**config.mk**
```make
export PLATFORM = sky130hd
export DESIGN_NAME = weighted_cluster_centroid_top
export DESIGN_NICKNAME = d
export VERILOG_FILES = /design/src/rtl/wcc_pkg.sv /design/src/rtl/wcc_div.sv /design/src/rtl/wcc_dp.sv /design/src/rtl/wcc_ctrl.sv /design/src/rtl/weighted_cluster_centroid_top.sv
export SDC_FILE = /design/constraint.sdc
export NUM_CORES = 2
export LEC_CHECK = 0
export BUFFER_PORTS_ARGS = -buffer_cell sky130_fd_sc_hd__buf_2
export CAP_MARGIN = 20
export CELL_PAD_IN_SITES_DETAIL_PLACEMENT = 0
export CELL_PAD_IN_SITES_GLOBAL_PLACEMENT = 1
export CORE_UTILIZATION = 53
export DETAILED_ROUTE_END_ITERATION = 6
export MAX_ROUTING_LAYER = met4
export PLACE_DENSITY_LB_ADDON = 0.1
export SETUP_SLACK_MARGIN = 0.3
export SLEW_MARGIN = 10
export SYNTH_ARGS = -nofsm -noshare
export SYNTH_HDL_FRONTEND = slang
export SYNTH_SLANG_ARGS = --single-unit
```
**constraint.sdc**
```tcl
create_clock -name clk -period 16.34 [get_ports clk]
set_input_delay 1.634 -clock clk [delete_from_list [all_inputs] [get_ports clk]]
set_output_delay 1.634 -clock clk [all_outputs]
set_load 0.01 [all_outputs]
```
**src/rtl/wcc_pkg.sv**
```systemverilog
// Package for the weighted cluster centroid block.
// Holds field widths, coordinate limits, layer codes and the controller/datapath structs.
// No dependencies.
package wcc_pkg;

  // Field widths of the cell and result channels.
  localparam int ET_W    = 20;
  localparam int ETA_W   = 14;
  localparam int PHI_W   = 13;
  localparam int LAYER_W = 5;
  localparam int THR_W   = 20;

  // Accumulator and product widths.
  localparam int WSUM_W   = 42;
  localparam int ESUM_W   = 28;
  localparam int PETA_W   = ET_W + ETA_W;
  localparam int PPHI_W   = ET_W + PHI_W;
  localparam int DEN_W    = ESUM_W - 1;

  // Divider quotient widths: 14 raw bits, clamped to a 13-bit magnitude.
  localparam int QUOT_W = 14;
  localparam int LIM_W  = 13;

  // Saturation limits of the centroid coordinates.
  localparam logic [LIM_W-1:0] ETA_LIMIT = LIM_W'(5120);
  localparam logic [LIM_W-1:0] PHI_LIMIT = LIM_W'(3217);

  // Sampling layers that take part in the centroid.
  localparam logic [LAYER_W-1:0] LAYER_A = LAYER_W'(2);
  localparam logic [LAYER_W-1:0] LAYER_B = LAYER_W'(6);

  // Default cap on the number of cells per cluster.
  localparam int MAX_CELLS_DEF = 256;

  // Commands from the controller to the datapath.
  typedef struct packed {
    logic accept;     // cell transfer: register products and count the cell
    logic acc;        // add registered products into the sums
    logic chk;        // start of cluster close: latch threshold result
    logic div_start;  // launch the shared divider
    logic div_phi;    // divider operand select: 1 for phi, 0 for eta
    logic cap_eta;    // capture divider result as eta
    logic cap_phi;    // capture divider result as phi
    logic load_out;   // load output register and clear the cluster
  } cmd_t;

  // Status from the datapath to the controller.
  typedef struct packed {
    logic sum_ok;     // energy sum exceeds the threshold
    logic div_done;   // divider result is ready
  } status_t;

endpackage

```
**src/rtl/wcc_div.sv**
```systemverilog
// Shared sequential divider with saturation for the centroid coordinates.
// Restoring division, one quotient bit per cycle; depends on wcc_pkg.
module wcc_div (
  input  logic                                clk,
  input  logic                                rst,
  input  logic                                start,
  input  logic signed [wcc_pkg::WSUM_W-1:0]   num,
  input  logic        [wcc_pkg::DEN_W-1:0]    den,
  input  logic        [wcc_pkg::LIM_W-1:0]    limit,
  output logic                                done,
  output logic                                neg,
  output logic        [wcc_pkg::LIM_W-1:0]    quot
);
  import wcc_pkg::*;

  localparam int CNT_W = $clog2(QUOT_W);

  logic              busy;
  logic [CNT_W-1:0]  cnt;
  logic [WSUM_W-1:0] rem;
  logic [WSUM_W-1:0] dsh;
  logic [QUOT_W-1:0] q;
  logic              sat;
  logic [LIM_W-1:0]  lim;
  logic [WSUM_W-1:0] mag;
  logic [WSUM_W-1:0] den_top;
  logic              fits;

  // Magnitude of the dividend and the largest divisor shift that the quotient allows.
  assign mag     = num[WSUM_W-1] ? (~num + WSUM_W'(1)) : num;
  assign den_top = {1'b0, den, QUOT_W'(0)};
  assign fits    = rem >= dsh;

  // Control of the iteration.
  always_ff @(posedge clk) begin
    if (rst) begin
      busy <= 1'b0;
      done <= 1'b0;
      cnt  <= '0;
    end else begin
      done <= 1'b0;
      if (start) begin
        busy <= 1'b1;
        cnt  <= CNT_W'(QUOT_W - 1);
      end else if (busy) begin
        if (cnt == '0) begin
          busy <= 1'b0;
          done <= 1'b1;
        end else begin
          cnt <= cnt - CNT_W'(1);
        end
      end
    end
  end

  // Operands, partial remainder and quotient bits.
  always_ff @(posedge clk) begin
    if (start) begin
      rem <= mag;
      dsh <= {2'b0, den, (QUOT_W - 1)'(0)};
      q   <= '0;
      sat <= mag >= den_top;
      neg <= num[WSUM_W-1];
      lim <= limit;
    end else if (busy) begin
      if (fits) begin
        rem <= rem - dsh;
      end
      q   <= {q[QUOT_W-2:0], fits};
      dsh <= dsh >> 1;
    end
  end

  // Clamp to the coordinate limit.
  assign quot = (sat || (q > QUOT_W'(lim))) ? lim : q[LIM_W-1:0];

endmodule

```
**src/rtl/wcc_dp.sv**
```systemverilog
// Datapath of the weighted cluster centroid: products, sums, threshold, result registers.
// Instantiates wcc_div; depends on wcc_pkg.
module wcc_dp #(
  parameter int MAX_CELLS = wcc_pkg::MAX_CELLS_DEF
) (
  input  logic                               clk,
  input  logic                               rst,
  input  wcc_pkg::cmd_t                      cmd,
  output wcc_pkg::status_t                   status,
  input  logic                               cfg_we,
  input  logic        [wcc_pkg::THR_W-1:0]   cfg_wdata,
  input  logic signed [wcc_pkg::ET_W-1:0]    cell_et,
  input  logic signed [wcc_pkg::ETA_W-1:0]   cell_eta,
  input  logic signed [wcc_pkg::PHI_W-1:0]   cell_phi,
  input  logic        [wcc_pkg::LAYER_W-1:0] cell_layer,
  output logic signed [wcc_pkg::ETA_W-1:0]   centroid_eta,
  output logic signed [wcc_pkg::PHI_W-1:0]   centroid_phi,
  output logic                               centroid_valid
);
  import wcc_pkg::*;

  localparam int CNT_W = $clog2(MAX_CELLS + 1);

  logic [THR_W-1:0]         min_total_et;
  logic [CNT_W-1:0]         cell_count;
  logic signed [PETA_W-1:0] prod_eta;
  logic signed [PPHI_W-1:0] prod_phi;
  logic signed [ET_W-1:0]   et_q;
  logic                     acc_en;
  logic [WSUM_W-1:0]        eta_sum;
  logic [WSUM_W-1:0]        phi_sum;
  logic [ESUM_W-1:0]        energy_sum;
  logic                     res_valid;
  logic signed [ETA_W-1:0]  res_eta;
  logic signed [PHI_W-1:0]  res_phi;
  logic                     div_neg;
  logic [LIM_W-1:0]         div_quot;
  logic [ETA_W-1:0]         quot_ext;
  logic [ETA_W-1:0]         quot_signed;
  logic                     div_done;

  // Threshold register.
  always_ff @(posedge clk) begin
    if (rst) begin
      min_total_et <= '0;
    end else if (cfg_we) begin
      min_total_et <= cfg_wdata;
    end
  end

  // Cell count, saturating at the cluster cap, cleared when the cluster closes.
  always_ff @(posedge clk) begin
    if (rst) begin
      cell_count <= '0;
    end else if (cmd.load_out) begin
      cell_count <= '0;
    end else if (cmd.accept && (cell_count < CNT_W'(MAX_CELLS))) begin
      cell_count <= cell_count + CNT_W'(1);
    end
  end

  // Products of the accepted cell, registered ahead of the adders.
  always_ff @(posedge clk) begin
    if (cmd.accept) begin
      prod_eta <= cell_et * cell_eta;
      prod_phi <= cell_et * cell_phi;
      et_q     <= cell_et;
      acc_en   <= (cell_count < CNT_W'(MAX_CELLS)) &&
                  ((cell_layer == LAYER_A) || (cell_layer == LAYER_B));
    end
  end

  // Accumulators, wrapping at their widths.
  always_ff @(posedge clk) begin
    if (rst) begin
      eta_sum    <= '0;
      phi_sum    <= '0;
      energy_sum <= '0;
    end else if (cmd.load_out) begin
      eta_sum    <= '0;
      phi_sum    <= '0;
      energy_sum <= '0;
    end else if (cmd.acc && acc_en) begin
      eta_sum    <= eta_sum + {{(WSUM_W-PETA_W){prod_eta[PETA_W-1]}}, prod_eta};
      phi_sum    <= phi_sum + {{(WSUM_W-PPHI_W){prod_phi[PPHI_W-1]}}, prod_phi};
      energy_sum <= energy_sum + {{(ESUM_W-ET_W){et_q[ET_W-1]}}, et_q};
    end
  end

  // Signed energy sum against the unsigned threshold.
  assign status.sum_ok = $signed(energy_sum) >
                         $signed({{(ESUM_W-THR_W){1'b0}}, min_total_et});
  assign status.div_done = div_done;

  // One divider serves both coordinates, eta first.
  wcc_div u_div (
    .clk   (clk),
    .rst   (rst),
    .start (cmd.div_start),
    .num   (cmd.div_phi ? $signed(phi_sum) : $signed(eta_sum)),
    .den   (energy_sum[DEN_W-1:0]),
    .limit (cmd.div_phi ? PHI_LIMIT : ETA_LIMIT),
    .done  (div_done),
    .neg   (div_neg),
    .quot  (div_quot)
  );

  // Apply the dividend sign to the clamped magnitude.
  assign quot_ext    = {{(ETA_W-LIM_W){1'b0}}, div_quot};
  assign quot_signed = div_neg ? (ETA_W'(0) - quot_ext) : quot_ext;

  // Result of the cluster being closed; coordinates stay zero when invalid.
  always_ff @(posedge clk) begin
    if (cmd.chk) begin
      res_valid <= status.sum_ok;
      res_eta   <= '0;
      res_phi   <= '0;
    end else begin
      if (cmd.cap_eta) begin
        res_eta <= $signed(quot_signed);
      end
      if (cmd.cap_phi) begin
        res_phi <= $signed(quot_signed[PHI_W-1:0]);
      end
    end
  end

  // Output register, held while the receiver stalls.
  always_ff @(posedge clk) begin
    if (cmd.load_out) begin
      centroid_eta   <= res_eta;
      centroid_phi   <= res_phi;
      centroid_valid <= res_valid;
    end
  end

endmodule

```
**src/rtl/wcc_ctrl.sv**
```systemverilog
// Controller of the weighted cluster centroid: cell handshake, cluster close sequence
// and output valid. Drives wcc_dp through cmd_t; depends on wcc_pkg.
module wcc_ctrl (
  input  logic              clk,
  input  logic              rst,
  input  logic              in_valid,
  output logic              in_ready,
  input  logic              last_cell,
  output logic              out_valid,
  input  logic              out_ready,
  input  wcc_pkg::status_t  status,
  output wcc_pkg::cmd_t     cmd
);
  import wcc_pkg::*;

  localparam logic [2:0] S_IDLE = 3'd0;
  localparam logic [2:0] S_ACC  = 3'd1;
  localparam logic [2:0] S_CHK  = 3'd2;
  localparam logic [2:0] S_DIVE = 3'd3;
  localparam logic [2:0] S_DIVP = 3'd4;
  localparam logic [2:0] S_PUT  = 3'd5;

  logic [2:0] state;
  logic [2:0] state_next;
  logic       last_q;
  logic       out_free;

  assign in_ready = (state == S_IDLE);
  assign out_free = !out_valid || out_ready;

  // Next state and commands.
  always_comb begin
    state_next = state;
    cmd        = '0;
    case (state)
      S_IDLE: begin
        if (in_valid) begin
          cmd.accept = 1'b1;
          state_next = S_ACC;
        end
      end
      S_ACC: begin
        cmd.acc    = 1'b1;
        state_next = last_q ? S_CHK : S_IDLE;
      end
      S_CHK: begin
        cmd.chk = 1'b1;
        if (status.sum_ok) begin
          cmd.div_start = 1'b1;
          state_next    = S_DIVE;
        end else begin
          state_next = S_PUT;
        end
      end
      S_DIVE: begin
        if (status.div_done) begin
          cmd.cap_eta   = 1'b1;
          cmd.div_start = 1'b1;
          cmd.div_phi   = 1'b1;
          state_next    = S_DIVP;
        end
      end
      S_DIVP: begin
        cmd.div_phi = 1'b1;
        if (status.div_done) begin
          cmd.cap_phi = 1'b1;
          state_next  = S_PUT;
        end
      end
      S_PUT: begin
        if (out_free) begin
          cmd.load_out = 1'b1;
          state_next   = S_IDLE;
        end
      end
      default: begin
        state_next = S_IDLE;
      end
    endcase
  end

  // State register and the last mark of the accepted cell.
  always_ff @(posedge clk) begin
    if (rst) begin
      state  <= S_IDLE;
      last_q <= 1'b0;
    end else begin
      state <= state_next;
      if (cmd.accept) begin
        last_q <= last_cell;
      end
    end
  end

  // Output valid: set on load, cleared by a transfer.
  always_ff @(posedge clk) begin
    if (rst) begin
      out_valid <= 1'b0;
    end else if (cmd.load_out) begin
      out_valid <= 1'b1;
    end else if (out_ready) begin
      out_valid <= 1'b0;
    end
  end

endmodule

```
**src/rtl/weighted_cluster_centroid_top.sv**
```systemverilog
// Top level of the weighted cluster centroid block.
// Instantiates wcc_ctrl and wcc_dp; depends on wcc_pkg.
//
// Cells enter on the in_valid/in_ready channel, one transfer per cell, with et, eta,
// phi, layer and a last mark. Cells in layers 2 and 6 add et*eta, et*phi and et into
// three accumulators; at most MAX_CELLS cells of a cluster are counted.
// For each cell, the transfer registers the two products and the accumulate state
// then adds them; no new cell is taken before that add.
// The cell marked last closes the cluster. If the energy sum exceeds min_total_et,
// one shared divider computes eta and then phi, with the quotients truncated toward
// zero and saturated; otherwise the result is flagged invalid with zero coordinates.
// The close runs through the check state, the eta and phi divides (skipped for an
// invalid result) and the output state. With a free output register, out_valid is set
// by the same load that clears the accumulators.
// The result sits in an output register: while the receiver stalls, the next cluster's
// cells are still taken, and only the close of that next cluster waits for the register.
// The user writes min_total_et via cfg_we/cfg_wdata only while idle (not enforced).
// Synchronous reset clears the sums, the cell count, the threshold and out_valid.
module weighted_cluster_centroid_top #(
  parameter int MAX_CELLS = wcc_pkg::MAX_CELLS_DEF
) (
  input  logic                               clk,
  input  logic                               rst,
  input  logic                               cfg_we,
  input  logic        [wcc_pkg::THR_W-1:0]   cfg_wdata,
  input  logic                               in_valid,
  output logic                               in_ready,
  input  logic signed [wcc_pkg::ET_W-1:0]    cell_et,
  input  logic signed [wcc_pkg::ETA_W-1:0]   cell_eta,
  input  logic signed [wcc_pkg::PHI_W-1:0]   cell_phi,
  input  logic        [wcc_pkg::LAYER_W-1:0] cell_layer,
  input  logic                               last_cell,
  output logic                               out_valid,
  input  logic                               out_ready,
  output logic signed [wcc_pkg::ETA_W-1:0]   centroid_eta,
  output logic signed [wcc_pkg::PHI_W-1:0]   centroid_phi,
  output logic                               centroid_valid
);
  import wcc_pkg::*;

  cmd_t    cmd;
  status_t status;

  // Sequencer for cell transfers and the cluster close.
  wcc_ctrl u_ctrl (
    .clk       (clk),
    .rst       (rst),
    .in_valid  (in_valid),
    .in_ready  (in_ready),
    .last_cell (last_cell),
    .out_valid (out_valid),
    .out_ready (out_ready),
    .status    (status),
    .cmd       (cmd)
  );

  // Arithmetic and result registers.
  wcc_dp #(
    .MAX_CELLS (MAX_CELLS)
  ) u_dp (
    .clk            (clk),
    .rst            (rst),
    .cmd            (cmd),
    .status         (status),
    .cfg_we         (cfg_we),
    .cfg_wdata      (cfg_wdata),
    .cell_et        (cell_et),
    .cell_eta       (cell_eta),
    .cell_phi       (cell_phi),
    .cell_layer     (cell_layer),
    .centroid_eta   (centroid_eta),
    .centroid_phi   (centroid_phi),
    .centroid_valid (centroid_valid)
  );

  // An invalid result carries zero coordinates.
  a_invalid_zero: assert property (@(posedge clk) disable iff (rst)
    (out_valid && !centroid_valid) |-> (centroid_eta == '0) && (centroid_phi == '0))
    else $error("invalid centroid with nonzero coordinates");

  // Eta stays within its saturation range.
  a_eta_range: assert property (@(posedge clk) disable iff (rst)
    out_valid |-> (centroid_eta <= $signed({1'b0, ETA_LIMIT})) &&
                  (centroid_eta >= -$signed({1'b0, ETA_LIMIT})))
    else $error("centroid eta outside its range");

  // Phi stays within its saturation range.
  a_phi_range: assert property (@(posedge clk) disable iff (rst)
    out_valid |-> (centroid_phi <= $signed(PHI_LIMIT)) &&
                  (centroid_phi >= -$signed(PHI_LIMIT)))
    else $error("centroid phi outside its range");

  // A last cell closes the cluster, so no cell is taken in the following cycle.
  a_close_blocks: assert property (@(posedge clk) disable iff (rst)
    (in_valid && in_ready && last_cell) |=> !in_ready)
    else $error("cell taken right after a last cell");

endmodule
```
## Word-level counts from Yosys, hierarchy flattened

Index checks and enable logic that the tools add are counted.

| cells by class | value |
|---|---|
| $add $sub $neg | 8 |
| multiply operators | 2 |
| $lt $le $gt $ge | 5 |
| equal/unequal tests | 12 |
| mux-type cells | 39 |
| bitwise logic cells | 3 |
| reduce and logical (&&, ||, !) cells | 19 |

Operator list:

| kind | count |
|---|---|
| 2-to-1 mux 42 bit | 5 |
| adder 42 bit | 2 |
| 2-to-1 mux 40 bit | 2 |
| adder 42 x 2 -> 42 bit, second input constant | 1 |
| greater-or-equal comparator 42 x 40 -> 1 bit | 1 |
| greater-or-equal comparator 42 x 41 -> 1 bit | 1 |
| inverter 42 bit | 1 |
| subtractor 42 x 40 -> 42 bit | 1 |
| multiplier 20 x 14 -> 34 bit | 1 |
| multiplier 20 x 13 -> 33 bit | 1 |
| adder 28 bit | 1 |
| > comparator 28 x 21 -> 1 bit | 1 |
| 2-to-1 mux 13 bit | 2 |
| 2-to-1 mux 3 bit | 6 |
| case mux 3 bit (6 select lines) | 1 |
| 2-to-1 mux 1 bit | 16 |
| > comparator 14 x 13 -> 1 bit | 1 |
| 2-to-1 mux 14 bit | 1 |
| subtractor 1 x 13 -> 14 bit, first input constant | 1 |
| 2-to-1 mux 4 bit | 3 |
| adder 9 x 1 -> 9 bit, second input constant | 1 |
| < comparator 9 bit, second input constant | 1 |
| equality test 3 x 2 -> 1 bit, second input constant | 2 |
| equality test 3 bit, second input constant | 2 |
| 19 further kinds | 33 |

| storage, ports and cells | value |
|---|---|
| bits in registers | 407 |
| bits of input ports | 78 |
| logic and storage cells | 117 |

## Depth between registers and ports, before layout

| logic depth | value |
|---|---|
| depth in word-level cells | 7 |
| mapped depth | 25 |

## Cells and area by module

A second synthesis with hierarchy kept.

| second synthesis, totals | value |
|---|---|
| cells, all modules | 4913 |
| area, all modules | 44559.0 um2 |

Modules (own cells, without submodules):

| module | times used | cells an instance | area each (um2) |
|---|---|---|---|
| wcc_dp | 1 | 3806 | 34937.3 |
| wcc_div | 1 | 1070 | 9281.4 |
| wcc_ctrl | 1 | 37 | 340.3 |

## Worst setup path before layout

Ideal clock, no wire load.

| timing path | value |
|---|---|
| kind | input to register |
| start point | in cell_et[19] (netlist bit) |
| end point | reg u_dp.prod_phi[32], data pin |
| setup time | 0.259 ns |
| arrival time | 7.490 ns |
| data required time | 16.081 ns |
| slack | 8.590 ns |
| stages | 22 |
| path buffers | 3 |
| cells stage by stage | clkbuf_1 -> clkbuf_1 -> nand2_1 -> inv_1 -> fa_1 -> fa_1 -> fa_1 -> inv_1 -> fa_1 -> fa_1 -> inv_1 -> ha_1 -> ha_1 -> clkbuf_1 -> or3_1 -> o21ai_0 -> a21oi_1 -> nor4_1 -> nor3_1 -> a2111oi_0 -> a21oi_1 -> xnor2_1 |

| on the way | value |
|---|---|
| cells in the longest elaborated chain, start to end | 1 |

Ends and longest elaborated chain:

| what | line | RTL |
|---|---|---|
| from (decl) | weighted_cluster_centroid_top.sv:28 | `input logic signed [wcc_pkg::ET_W-1:0] cell_et,` |
| multiplier 20 x 13 -> 33 bit | wcc_dp.sv:66 | `prod_phi <= cell_et * cell_phi;` |
| to (signal assigned) | wcc_dp.sv:66 |  |
| to (decl) | wcc_dp.sv:27 | `logic signed [PPHI_W-1:0] prod_phi;` |

Every way passes these cells.
A chain may end at the register's enable or synchronous reset.

## Worst setup path after layout

| timing path | value |
|---|---|
| start point | in cell_et[7] (netlist bit) |
| end point | reg u_dp.prod_phi[32], data pin |

The elaborated chain is that of the path after synthesis.

==> flow_summary.yaml <==
grt:
  use_met2_pct: 44.9
  grt_most_used_layer: "met2"
  grt_use_met1_pct: 37.5
  grt.total_usage_pct: 27.5
  antenna_found_initial: 3
  overflow: 0
  grt_pass1_vias: 34334
  grtUsageMet3_pct: 2.37
  grt_pass1_wl_mm: 183
  grt_max_degree: 84
logic_synthesis:
  synthTopCellsByCount: "inv_1, nand2_1, fa_1"
  ys_types: 84
  synth_warnings: 0
  synthAdderAreaFrac_pct: 33.4
  ys.flop_type: "dfxtp_1"
  synth_most_common_cell: "inv_1"
  synth-seq-cells: 396
  synth_area_leader_cell: "fa_1"
  synth_xor_area_share_pct: 5.04
  synth.avg_cell_area_um2: 8.94
  synth_top_family_by_area: "adder cells"
  syn_inst: 4953
  synth_top_area_share_pct: 23.1
  synth-simple-area-share_pct: 15.7
  synth_compound_area_share_pct: 14.1
  syn-num-nets: 5907
  netlist_area_mm2: 0.0443
  async_reset_ff_share_pct: 0
  synthTopCellsByArea: "fa_1, edfxtp_1, ha_1"
  yosysSeqAreaShare_pct: 22.2
  synth_edf_count: 190
  synthMuxAreaShare_pct: 2.03
detailed_routing:
  wire_per_inst_um: 18.5
  dr_total_vias: 33891
  drtIter0Drc: 1924
  drcViolationCount: 0
  routed_wl_mm: 111
  ant_nets: 0
  viasPerCell: 5.63
  firstDrtPassIters: 5
power_and_ir_drop:
  power.net_switching_w: 0.00443
  finalPower_w: 0.00944
  p_int_w: 0.00501
  p_seq_share_pct: 16.7
  powerDensity_mw_per_mm2: 201
  combPwrFrac_pct: 72.8
  switching_share_pct: 46.9
  clkPwrFrac_pct: 10.5
  vdd_drop_max_uv: 194
  leakagePower_nw: 21.4
floorplan:
  rows: 105
  start_util_pct: 53.8
  dieArea_mm2: 0.0847
  pin_count: 108
  die_h_um: 291
  die_w_um: 291
  core_mm2: 0.0824
finish:
  final_area_mm2: 0.0470
  drive_above_1_share_pct: 5.17
  synthToLayoutAreaGrowth_pct: 6.23
  nNetsFinal: 5869
worst_setup_path:
  worst-endpoint-required_ps: 16650
  endpoint_kind: "register"
  worstSetupPathType: "input pin to register"
  critPathArrivalTime_ps: 8280
  critPathMaxFanout: 28
  start_kind: "input pin"
min_path:
  hp-class: "register to register"
clocking:
  clk_pin_slew_ps: 60
  cts_buffer_depth: 3
  clk_latency_ps: 590
  holdBufCountCts: 0
  htree_levels: 2
  cts_resized: 0
  cts_setup_buffers: 0
  cts_root_buf: "clkbuf_16"
  cts_buffers: 45
  cts.sinks: 396
  cts_tree: "done"
timing:
  rsz0062_at_grt: "false"
  hold_viol: 0
  worstMarginPinSlew_ps: 1020
  fin_ws_ps: 8370
  max_freq_ghz: 0.125
  relSlewSlack_pct: 31.7
  skew_ps: 17.2
  period_share_pct: 48.8
  tns_ps: 0
  period_minus_slack_ps: 7970
  setup_viol_count_final: 0
  drv_slew: 0
job:
  maxCapViolCount: 0
place:
  pre_cts_slack_ps: 7710
  port_buffers: 106
  gp_congestion: 0.914
  hpwl_mm: 86.1
  placed_area_mm2: 0.0456
outcome:
  status: "complete, no violations"
## flip-flops by register name, summed over array words and instances (netlist names), 2 cells and up
name               count
u_dp.u_div.rem        42
u_dp.prod_phi         33
u_dp.prod_eta         34
u_dp.u_div.dsh        40
u_dp.energy_sum       28
u_dp.centroid_eta     14
u_dp.res_phi          13
u_dp.u_div.q          14
u_dp.u_div.cnt         4
u_dp.centroid_phi     13
u_ctrl.state           3
u_dp.res_eta          14
u_dp.eta_sum          42
u_dp.min_total_et     20
u_dp.u_div.lim         2
u_dp.cell_count        9
u_dp.et_q             20
u_dp.phi_sum          42
## worst max-delay path, cell delays in order
cell and delay (ps):
buf_2 570, nand2_1 190, fa_1 550, fa_1 520
inv_1 50, fa_1 460, fa_1 520, fa_1 510
fa_1 400, ha_1 340, a21oi_1 170, nor2b_1 60
o211ai_1 150, a21boi_0 140, o31a_1 370, nor4_1 300
nor3_1 120, a2111oi_0 730, a21oi_1 210, xnor2_1 210
## power groups by stage
| stage | combinational [W] | clock, W | sequential, W |
|---|---|---|---|
| global route | 0.00786 | 0.00105 | 0.00159 |
| detailed placement | 0.00689 | 0 | 0.00160 |
| floorplan | 0.00537 | 0 | 0.00154 |
| finish | 0.00687 | 0.000988 | 0.00158 |
| CTS | 0.00695 | 0.00101 | 0.00158 |
| global placement | 0.00684 | 0 | 0.00160 |
## worst paths after layout
check / start / end / slack, ps / cells past startpoint
hold reg to reg: u_dp.res_phi[10] / u_dp.centroid_phi[10] / 430 / 0
setup / recovery: cell_et[7] / u_dp.prod_phi[32] / 8370 / 20
setup reg to reg: u_ctrl.state[0] / u_dp.u_div.sat / 9600 / 21
hold / removal: u_dp.res_phi[10] / u_dp.centroid_phi[10] / 430 / 0
## layout make-up
class	count	area [um2]
repair buffers	138	783
fillers	7558	35300
clock inverters	25	191
well taps	1070	1340
inverters	656	2460
multi-input cells	3678	31200
flip-flops and latches	396	9830
clock buffers	59	1250
diodes	2	5.00
## metrics by stage
step	hold slack, ps	utilization [%]	cells
2_1_floorplan	400	-	4953
3_3_place_gp	403	55.3	5937
3_5_place_dp	412	55.3	5937
4_1_cts	426	57.1	6021
5_1_grt	438	57.1	6023
6_report	429	57.1	6024
## layout by cell type, fill, tap and decap left out, types with 57 or more instances in the layout
cell,n
o21ai_0,207
dfxtp_1,205
nand3_1,100
and2_1,241
buf_2,106
inv_1,651
fa_1,510
a21o_1,111
nand2_1,570
xnor2_1,172
ha_1,366
nor2_1,270
mux2i_1,81
a211oi_1,57
a21oi_1,335
xor2_1,83
edfxtp_1,190
## layer usage
metal,vias to the layer above,share of wire [%]
met5,-,0
met4,0,2.1
met3,131,4.1
met2,648,47
met1,16642,47
li1,16470,-
## cell families after synthesis
group,Yosys count
AND/OR/NAND/NOR,1464
XOR/XNOR,255
adder cells (fa/ha/maj),876
multiplexers,88
AO/OA/AOI/OAI,995
flip-flops,396
buffers and inverters,879
Power figures use the tool's default switching activity.
